[src/rtl/priority_interrupt_controller_regs_core_defines.svh]
// Assertion macros for the file that checks its own logic.
// Each macro expects clk and rst_n to be visible where it is used.
`ifndef PRIORITY_INTERRUPT_CONTROLLER_REGS_CORE_DEFINES_SVH
`define PRIORITY_INTERRUPT_CONTROLLER_REGS_CORE_DEFINES_SVH

// The consequent must hold in the same cycle as the antecedent.
`define PIC_ASSERT_NOW(lbl, ante, cons, msg) \
  lbl: assert property (@(posedge clk) disable iff (!rst_n) (ante) |-> (cons)) \
    else $error(msg);

// The consequent must hold in the cycle after the antecedent.
`define PIC_ASSERT_NEXT(lbl, ante, cons, msg) \
  lbl: assert property (@(posedge clk) disable iff (!rst_n) (ante) |=> (cons)) \
    else $error(msg);

`endif

[src/rtl/pic_regs_pkg.sv]
package pic_regs_pkg;

  localparam int NUM_SOURCES = 15;
  localparam int SRC_IDX_W   = $clog2(NUM_SOURCES);
  localparam int LVL_W       = 3;
  localparam int ADDR_W      = 13;
  localparam int DATA_W      = 8;
  localparam int MASK_W      = 15;
  localparam int PEND_OUT_W  = 15;
  localparam int CNT_W       = 64;

  // The 60Hz source.
  localparam int SRC_60HZ = 10;

  localparam logic [ADDR_W-1:0] OFF_STAT0  = 13'h200;
  localparam logic [ADDR_W-1:0] OFF_ROMCTL = 13'h204;
  localparam logic [ADDR_W-1:0] OFF_CNTCTL = 13'h205;
  localparam logic [ADDR_W-1:0] OFF_ACK60  = 13'h207;
  localparam logic [ADDR_W-1:0] OFF_COUNT  = 13'h208;

  localparam logic [DATA_W-1:0] ROM_CTL_RST = 8'h0d;

  // Reset levels, source 14 in the leftmost slot.
  localparam logic [14:0][LVL_W-1:0] LVL_RST_TAB = {
    3'd7, 3'd1, 3'd3, 3'd1, 3'd0, 3'd2, 3'd2, 3'd4,
    3'd1, 3'd2, 3'd2, 3'd2, 3'd2, 3'd2, 3'd2
  };

  typedef enum logic [1:0] {
    MODE_READ  = 2'd0,
    MODE_WRITE = 2'd1,
    MODE_SET   = 2'd2,
    MODE_CLEAR = 2'd3
  } mode_t;

  typedef logic [NUM_SOURCES-1:0][LVL_W-1:0] lvl_arr_t;

  typedef struct packed {
    mode_t               mode;
    logic [ADDR_W-1:0]   address;
    logic [DATA_W-1:0]   write_data;
    logic [MASK_W-1:0]   source_mask;
  } pic_req_t;

  typedef struct packed {
    lvl_arr_t               levels;
    logic [NUM_SOURCES-1:0] pending;
    logic [DATA_W-1:0]      rom_ctl;
    logic [DATA_W-1:0]      cnt_ctl;
    logic [CNT_W-1:0]       counter;
  } pic_state_t;

  typedef struct packed {
    logic [DATA_W-1:0]     read_data;
    logic                  irq_notify;
    logic                  control_strobe;
    logic [DATA_W-1:0]     control_value;
    logic [PEND_OUT_W-1:0] pending_sources;
    logic [LVL_W-1:0]      highest_level;
  } pic_res_t;

  localparam pic_state_t ST_RST = '{
    levels:  LVL_RST_TAB[NUM_SOURCES-1:0],
    pending: '0,
    rom_ctl: ROM_CTL_RST,
    cnt_ctl: '0,
    counter: '0
  };

endpackage

[src/rtl/pic_regs_exec.sv]
// Executes one request against the current register state and forms the
// next state together with the result of the request.
module pic_regs_exec (
  input  pic_regs_pkg::pic_req_t   req,
  input  pic_regs_pkg::pic_state_t st,
  output pic_regs_pkg::pic_state_t st_nxt,
  output pic_regs_pkg::pic_res_t   res
);
  import pic_regs_pkg::*;

  logic                   is_lvl;
  logic                   is_stat;
  logic                   is_cnt;
  logic [1:0]             lane;
  logic [2:0]             cidx;
  logic [31:0]            pend32;
  logic [NUM_SOURCES-1:0] lane_clr;
  logic [LVL_W-1:0]       lvl_sel;
  logic [DATA_W-1:0]      rd;
  logic                   strobe;
  logic                   force_notify;
  logic [(1<<LVL_W)-1:0]  lvl_hit;
  logic [LVL_W-1:0]       top_lvl;

  assign is_lvl   = req.address < ADDR_W'(NUM_SOURCES);
  assign is_stat  = req.address[ADDR_W-1:2] == OFF_STAT0[ADDR_W-1:2];
  assign is_cnt   = req.address[ADDR_W-1:3] == OFF_COUNT[ADDR_W-1:3];
  assign lane     = req.address[1:0];
  assign cidx     = req.address[2:0];
  assign pend32   = 32'(st.pending);
  // The pending word is big-endian, so lane k covers bits (3-k)*8 and up.
  assign lane_clr = NUM_SOURCES'(32'(req.write_data) << {~lane, 3'b000});

  always_comb begin
    lvl_sel = '0;
    for (int i = 0; i < NUM_SOURCES; i++) begin
      if (req.address == ADDR_W'(i)) begin
        lvl_sel = st.levels[i];
      end
    end
  end

  always_comb begin
    st_nxt       = st;
    rd           = '0;
    strobe       = 1'b0;
    force_notify = 1'b0;
    unique case (req.mode)
      MODE_READ: begin
        if (is_lvl) begin
          rd = DATA_W'(lvl_sel);
        end else if (is_stat) begin
          rd = DATA_W'(pend32 >> {~lane, 3'b000});
        end else if (req.address == OFF_ROMCTL) begin
          rd = st.rom_ctl;
        end else if (req.address == OFF_CNTCTL) begin
          rd = st.cnt_ctl;
        end else if (req.address == OFF_ACK60) begin
          st_nxt.pending[SRC_60HZ] = 1'b0;
        end else if (is_cnt) begin
          rd = DATA_W'(st.counter >> {~cidx, 3'b000});
          if (!st.cnt_ctl[0]) begin
            st_nxt.counter = st.counter + CNT_W'(1);
          end
        end
      end
      MODE_WRITE: begin
        if (is_lvl) begin
          for (int i = 0; i < NUM_SOURCES; i++) begin
            if (req.address == ADDR_W'(i)) begin
              st_nxt.levels[i] = req.write_data[LVL_W-1:0];
            end
          end
          if (req.address == ADDR_W'(SRC_60HZ)) begin
            st_nxt.pending[SRC_60HZ] = |req.write_data[LVL_W-1:0];
          end else begin
            force_notify = 1'b1;
          end
        end else if (is_stat) begin
          st_nxt.pending = st.pending & ~lane_clr;
        end else if (req.address == OFF_ROMCTL) begin
          st_nxt.rom_ctl = req.write_data;
          strobe         = 1'b1;
          force_notify   = 1'b1;
        end else if (req.address == OFF_CNTCTL) begin
          st_nxt.cnt_ctl = req.write_data;
        end else if (req.address == OFF_ACK60) begin
          st_nxt.pending[SRC_60HZ] = 1'b0;
        end
      end
      MODE_SET: begin
        st_nxt.pending = st.pending | req.source_mask[NUM_SOURCES-1:0];
      end
      MODE_CLEAR: begin
        st_nxt.pending = st.pending & ~req.source_mask[NUM_SOURCES-1:0];
      end
    endcase
  end

  // One flag per level value: some pending source sits at that level.
  always_comb begin
    lvl_hit = '0;
    for (int i = 0; i < NUM_SOURCES; i++) begin
      if (st_nxt.pending[i]) begin
        lvl_hit[st_nxt.levels[i]] = 1'b1;
      end
    end
  end

  always_comb begin
    top_lvl = '0;
    for (int l = 1; l < (1 << LVL_W); l++) begin
      if (lvl_hit[l]) begin
        top_lvl = LVL_W'(l);
      end
    end
  end

  assign res.read_data       = rd;
  assign res.irq_notify      = force_notify || (st_nxt.pending != st.pending);
  assign res.control_strobe  = strobe;
  assign res.control_value   = st_nxt.rom_ctl;
  assign res.pending_sources = PEND_OUT_W'(st_nxt.pending);
  assign res.highest_level   = top_lvl;

endmodule

[src/rtl/priority_interrupt_controller_regs_core.sv]
//  Channel  Ports                                   Direction  Handshake
//  -------  --------------------------------------  ---------  --------------------
//  in       in_mode/address/write_data/source_mask  input      in_valid, in_stall
//  out      out_read_data ... out_highest_level     output     out_valid, out_stall
//
//  A request is captured in the input register and executes as it moves into the
//  result register, once that register is empty or being drained.
//  One request is accepted per clock while results are taken; throughput is set
//  by the single execute step between the two registers.
//  Reset is synchronous and active low and restores the power-on register values.
//  A result-side stall holds both registers and raises in_stall once both are full.
`include "priority_interrupt_controller_regs_core_defines.svh"

module priority_interrupt_controller_regs_core (
  input  logic                                  clk,
  input  logic                                  rst_n,
  input  logic                                  in_valid,
  output logic                                  in_stall,
  input  logic [1:0]                            in_mode,
  input  logic [pic_regs_pkg::ADDR_W-1:0]       in_address,
  input  logic [pic_regs_pkg::DATA_W-1:0]       in_write_data,
  input  logic [pic_regs_pkg::MASK_W-1:0]       in_source_mask,
  output logic                                  out_valid,
  input  logic                                  out_stall,
  output logic [pic_regs_pkg::DATA_W-1:0]       out_read_data,
  output logic                                  out_irq_notify,
  output logic                                  out_control_strobe,
  output logic [pic_regs_pkg::DATA_W-1:0]       out_control_value,
  output logic [pic_regs_pkg::PEND_OUT_W-1:0]   out_pending_sources,
  output logic [pic_regs_pkg::LVL_W-1:0]        out_highest_level
);
  import pic_regs_pkg::*;

  // Input register: holds one accepted request until it can execute.
  logic       inq_valid_r, inq_valid_nxt;
  pic_req_t   inq_r;
  // Result register: holds the finished result until the consumer takes it.
  logic       out_valid_r, out_valid_nxt;
  pic_res_t   out_r;
  // Architectural register state of the controller.
  pic_state_t st_r;
  pic_state_t st_nxt;
  pic_res_t   res;

  logic       in_acc;
  logic       adv;

  // A request executes when the result register is empty or being drained.
  // State and result are committed together on that edge, which keeps the
  // requests in order with no hazard between back-to-back items.
  assign adv      = inq_valid_r && (!out_valid_r || !out_stall);
  assign in_stall = inq_valid_r && !adv;
  assign in_acc   = in_valid && !in_stall;

  always_comb begin
    inq_valid_nxt = inq_valid_r;
    if (in_acc) begin
      inq_valid_nxt = 1'b1;
    end else if (adv) begin
      inq_valid_nxt = 1'b0;
    end
  end

  assign out_valid_nxt = adv || (out_valid_r && out_stall);

  pic_regs_exec u_exec (
    .req    (inq_r),
    .st     (st_r),
    .st_nxt (st_nxt),
    .res    (res)
  );

  always_ff @(posedge clk) begin
    if (!rst_n) begin
      inq_valid_r <= 1'b0;
      out_valid_r <= 1'b0;
      st_r        <= ST_RST;
    end else begin
      inq_valid_r <= inq_valid_nxt;
      out_valid_r <= out_valid_nxt;
      if (adv) begin
        st_r <= st_nxt;
      end
    end
  end

  // Payload registers need no reset; they are qualified by the valid flags.
  always_ff @(posedge clk) begin
    if (in_acc) begin
      inq_r.mode        <= mode_t'(in_mode);
      inq_r.address     <= in_address;
      inq_r.write_data  <= in_write_data;
      inq_r.source_mask <= in_source_mask;
    end
    if (adv) begin
      out_r <= res;
    end
  end

  assign out_valid           = out_valid_r;
  assign out_read_data       = out_r.read_data;
  assign out_irq_notify      = out_r.irq_notify;
  assign out_control_strobe  = out_r.control_strobe;
  assign out_control_value   = out_r.control_value;
  assign out_pending_sources = out_r.pending_sources;
  assign out_highest_level   = out_r.highest_level;

  // A ROM-control write always raises the notify flag with its strobe.
  `PIC_ASSERT_NOW(a_strobe_notify, out_valid_r && out_r.control_strobe, out_r.irq_notify, "strobe without notify")
  // No pending source means no active level.
  `PIC_ASSERT_NOW(a_idle_level, out_valid_r && (out_r.pending_sources == '0), out_r.highest_level == '0, "level with nothing pending")
  // The register state moves only when a request executes.
  `PIC_ASSERT_NEXT(a_state_hold, !adv, st_r == $past(st_r), "state changed without a request")
  // A held request is never dropped while the result side is stalled.
  `PIC_ASSERT_NEXT(a_inq_hold, inq_valid_r && !adv, inq_valid_r && $stable(inq_r), "held request lost")

endmodule

[config.mk]
export PLATFORM = sky130hd
export DESIGN_NAME = priority_interrupt_controller_regs_core
export DESIGN_NICKNAME = d
export VERILOG_FILES = /design/src/rtl/pic_regs_pkg.sv /design/src/rtl/pic_regs_exec.sv /design/src/rtl/priority_interrupt_controller_regs_core.sv
export VERILOG_INCLUDE_DIRS = /design/src /design/src/rtl
export SDC_FILE = /design/constraint.sdc
export NUM_CORES = 1
export LEC_CHECK = 0
export BUFFER_PORTS_ARGS = -buffer_cell sky130_fd_sc_hd__buf_4
export CAP_MARGIN = 20
export CORE_ASPECT_RATIO = 1.25
export CORE_UTILIZATION = 41
export CTS_CLUSTER_DIAMETER = 50
export DETAILED_ROUTE_END_ITERATION = 8
export PLACE_DENSITY = 0.63
export SLEW_MARGIN = 5
export SYNTH_ARGS = -nofsm -noshare
export SYNTH_HDL_FRONTEND = slang
export SYNTH_HIERARCHICAL = 1
export SYNTH_SLANG_ARGS = --single-unit
[constraint.sdc]
create_clock -name clk -period 3.3 [get_ports clk]
set_input_delay 0.825 -clock clk [delete_from_list [all_inputs] [get_ports clk]]
set_output_delay 0.825 -clock clk [all_outputs]
set_load 0.02 [all_outputs]
; Word level (Yosys, flattened, before mapping)
; Index checks and enable logic that the tools add are counted.
; W data, S select, Z words.
[totals]
input_bits = 42
elab_cells = 273
out_inout_bits = 38
ff_bits = 216
[classes]
addsub = 1
shift = 3
muxes = 116
n_lt_le_gt_ge = 31
eq_ne = 23
n_reduce_logical = 36
bitwise = 29
[op_table]
columns = operator, n
row1 = $mux W8, 23
row2 = $or A8 B8 Y8, 14
row3 = $mux W3, 31
row4 = $eq A13 B4 Y1 const B, 7
row5 = $mux W45, 2
row6 = $add A64 B1 Y64 const B, 1
row7 = $shr A64 B6 Y8, 1
row8 = $lt A3 B4 Y1 const B, 15
row9 = $eq A13 B3 Y1 const B, 4
row10 = $demux W1 S3, 15
row11 = $ge A3 B1 Y1 const B, 15
row12 = $eq A13 B10 Y1 const B, 3
row13 = $mux W1, 32
row14 = $mux W16, 2
row15 = $and A15 B15 Y15, 2
row16 = $not A15 Y15, 2
row17 = $pmux W10 S3, 1
row18 = $eq A13 B2 Y1 const B, 2
row19 = $mux W26, 1
row20 = $logic_and A1 B1 Y1, 19
row21 = $ne A15 B15 Y1, 1
row22 = $or A15 B15 Y15, 1
row23 = $shl A8 B5 Y15, 1
row24 = $shr A15 B5 Y8, 1
row25 = 24 further kinds, 43

; Logic depth before layout (Yosys ltp)
[depth]
ltp_word = 43
ltp_mapped = 13
mapped_depth_nobuf = 11

; Cells and area by module
; The synthesis kept the hierarchy.
[by_module_without_submodules]
columns = mod, cells_each, instances, seq_area_each_um2, area_per_inst_um2
row1 = priority_interrupt_controller_regs_core, 689, 1, 5064.9, 7991.4
row2 = pic_regs_exec, 953, 1, 0.0, 6393.6

; Worst setup path before layout
; No wires, ideal clock.
[synth_timing]
kind = in2reg
startpoint = input port out_stall
endpoint = register inq_r[0] in the netlist's numbering, enable pin
stages = 2
setup_ns = 0.437
path_buffers = 0
arrival_time_ns = 2.806
required_time_ns = 2.863
path_slack_ns = 0.057
path_cell_list = and3_1 > nor2b_1
[synth_via]
elab_chain_cells = 7
[synth_rtl]
columns = element, line
row1 = "start, declared", priority_interrupt_controller_regs_core.sv:24  ; input logic out_stall,
row2 = $logic_not A1 Y1, priority_interrupt_controller_regs_core.sv:51  ; assign adv = inq_valid_r && (!out_valid_r || !out_stall);
row3 = $logic_or A1 B1 Y1, priority_interrupt_controller_regs_core.sv:51
row4 = $logic_and A1 B1 Y1, priority_interrupt_controller_regs_core.sv:51
row5 = $logic_not A1 Y1, priority_interrupt_controller_regs_core.sv:52  ; assign in_stall = inq_valid_r && !adv;
row6 = $logic_and A1 B1 Y1, priority_interrupt_controller_regs_core.sv:52
row7 = $logic_not A1 Y1, priority_interrupt_controller_regs_core.sv:53  ; assign in_acc = in_valid && !in_stall;
row8 = $logic_and A1 B1 Y1, priority_interrupt_controller_regs_core.sv:53
row9 = via in_acc, priority_interrupt_controller_regs_core.sv:45  ; logic in_acc;
row10 = "end, declared", priority_interrupt_controller_regs_core.sv:36  ; pic_req_t inq_r;
; The timed path passes the listed nets, and every way through them passes these cells.
; A chain may end at the register's enable or synchronous reset.

==> impl_results.md <==
- Clock Latency Late Sink: between 0.5 and 0.6 ns
- Synth area leaders: dfxtp_1 20%, edfxtp_1 15%, mux2i_1 14%, nand2_1 8.9%, mux2_2 2.7%
- Arrival time worst endpoint: 3.67 ns
- Die W: about 170 um
- Placed cell area: approximately 17000 um2
- Slew Viols, Final: 0
- Worst Max-Slew Pin Slew: about 0.7 ns
- Vias in the first global route: around 13000
- Avg Vias per Cell: about 5.6
- # setup viols final: 4
- Crit-path max FO: 5
- Starting DRC count in detailed routing: 890
- Clk root buf: clkbuf_16
- Critical path class: reg2reg
- Fin nets: approximately 1900
- DR WL/cell: between 20 and 25 um
- Ys flop type: dfxtp_1
- Share of layout cells above drive strength 1: between 20% and 30%
- CTS max path bufs: 3
- Most common cell in the netlist: nand2_1
- Synthesized area per cell: roughly 8.8 um2
- TritonCTS clock tree: built
- Area Overhead vs Synth: 26.09%
- Via count: 13173
- Placer's final routability congestion estimate: around 1
- Synth top cells by count: 340 x nand2_1, 198 x mux2i_1, 142 x dfxtp_1
- # rows: 76
- Clk_skew: ~0.034 ns
- Post-route DRC: 0
- First-pass GRT wire length: about 76 mm
- CTS Buf Count: 28
- Leading area contributor after synthesis: dfxtp_1
- Status: complete, but fails checks
- Worst vdd ir: around 0.44 mV
- Worst setup EP type: flop
- HPWL Detailed: roughly 40 mm
- Syn nets: around 1700
- Global route total overflow: 0
- Fillers: about 3200
- Core Util, Final: about 53%
- WL final: around 50 mm
- EDFF count, synth: 74
- Mapped cell area: roughly 14000 um2
- GRT Util Overall: around 28%
- Clock sink count: between 200 and 250
- Most common cell on crit path: buf_4
- Asr flop ratio synth: 0%
- Critical path's slowest cell: or4b_4
- Leakage Power: about 7.2 nW
- Fin crit share: 101.9%
- Violated checks: negative setup slack
- RSZ-0062 raised after global routing: yes
- HP Class: in2reg
- Hold WS: 0.4098 ns
- Sequential area share after synthesis: 35.21%
- Core Box Area: roughly 35000 um2
- Final min period: about 3.4 ns
- Largest net degree at the start of global routing: 80
- Post-Syn Instances: ~1600
- Largest stage delay on the critical path: ~0.60 ns
- Post-route ant nets: 0
- Drt first pass iters: 5
- Antenna cell count: 0
- Initial antenna violation count: 0
- Ys Warns: 6
- CP startpoint kind: flop
- Die height: 211.4 um
- Max Cap Viol: 0
- Design area: 18140 um2
- Crit-path cells: or4b_4, nor4_4, buf_4, a21o_1, buf_4, inv_2, and3_1, nand2_1, o2111ai_2, nor4b_2, and2_1, o31ai_1
- CTS clock-pin slew for the worst setup and hold paths: roughly 0.07 ns
- Initial Utilization: 41.67%
- Seq cells post-synth: around 220
- DP Worst Slack: -0.3480 ns
- Synth cell types: just over 90
- Port bufs: slightly below 80
- H-tree levels: 1
- Fmax: roughly 300 MHz
- I/O Pins: 80
- Worst slew margin: 52.10%
- WP data required: 3.60 ns
- Cts hold-fix bufs: 0
- Setup ws final: -0.06128 ns
- DIE AREA: 35840 um2
- Area share of the largest cell type after synthesis: between 15 and 20%
- Final hold vios: 0
- PD cells: 374.5 nW/um2
[worst paths after layout]
| kind | start | end | slack [ns] | depth (start not counted) |
|---|---|---|---|---|
| max reg2reg | inq_r[23]$_DFFE_PP_ | out_highest_level[1]$_DFFE_PP_ | -0.06 | 12 |
| min reg2reg | st_r[79]$_SDFFE_PN0P_ | st_r[79]$_SDFFE_PN0P_ | 0.47 | 2 |
| max | inq_r[23]$_DFFE_PP_ | out_highest_level[1]$_DFFE_PP_ | -0.06 | 12 |
| min | in_write_data[1] | inq_r[16]$_DFFE_PP_ | 0.41 | 1 |
[layout by cell type, fill, tap and decap left out, types with 6 or more instances in the layout]
master     instances
nor3b_1           11
edfxtp_1          74
nor2_2             7
clkinv_2           6
nor4_2             6
and3_1            15
inv_1             59
buf_4            302
clkbuf_16         30
nand3b_1           8
nand3_1           47
nand4_1           40
nor2_4             7
a31oi_1            8
o21ai_1            8
a21oi_1           36
dfxtp_1          142
buf_6              8
xor2_1            24
a32oi_1            6
nor3_1            31
xnor2_2            7
o22ai_1            8
a211oi_1          17
mux2i_1          192
nor2b_1           59
mux2_2            34
nor2_1            74
buf_12             7
nand2b_1           9
mux4_2            17
o21ai_0           35
nor4_1            18
xnor2_1           33
nand2_1          334
[final cells by class]
class	instances	area (um2)	share of cell area (%)
clock inverter	19	215.2	1.186
tap	468	585.6	3.228
clock buffer	33	772.0	4.256
sequential	216	5065	27.92
multi-input combinational	1241	8747	48.22
timing repair buffer	319	2516	13.87
inverter	63	237.7	1.311
[registers in the layout, indices dropped and copies added, names as in the netlist]
signal	flops
out_irq_notify	1
inq_r	38
inq_valid_r	1
out_control_value	8
out_pending_sources	15
out_highest_level	3
out_valid	1
out_control_strobe	1
out_read_data	8
st_r	140
[per-layer routing]
layer / vias to the layer above / wire (um) / track usage (%)
li1: 6291 / - / -
met1: 6361 / 20260 / 32.53
met2: 398 / 25030 / 49.24
met3: 123 / 2382 / 3.758
met4: 0 / 3175 / 17.33
met5: - / 0 / 0
[stage by stage]
stage	cells	power [mW]	setup TNS [ns]
after floorplan	1642	3.332	0
after global placement	2283	3.635	-1.274
after detailed placement	2283	3.636	-1.029
after CTS	2339	6.837	0
after global routing	2359	7.014	-1.447
final	2359	6.794	-0.1128
[critical path, delay by kind of cell, from the launching register on]
family          cells  cell delay (ns)
compound gates      3             0.48
buf+inv             3             0.35
flops               1             0.51
simple gates        6             1.73
[power by group]
part / switching, mW / leakage [nW] / internal, mW
clock network: 1.31 / 0.473 / 1.87
logic: 0.438 / 4.91 / 0.313
registers: 0.0467 / 1.84 / 2.82
[kinds of logic after synthesis]
group                    Yosys count  synth area share, %
AND/OR/NAND/NOR                  745                26.03
multiplexers                     251                19.30
flip-flops                       216                35.21
buffers and inverters            185                7.124
AO/OA/AOI/OAI                    180                8.350
XOR/XNOR                          64                3.897
adder cells (fa/ha/maj)            1              0.08697
[repair_timing]
item / in CTS / in global routing
buffers inserted: 4 / 20
resized for setup: 20 / 83
endpoints found under the setup margin: 12 / 32
pin swaps: 5 / 40
(Power assumes the default switching activity.)
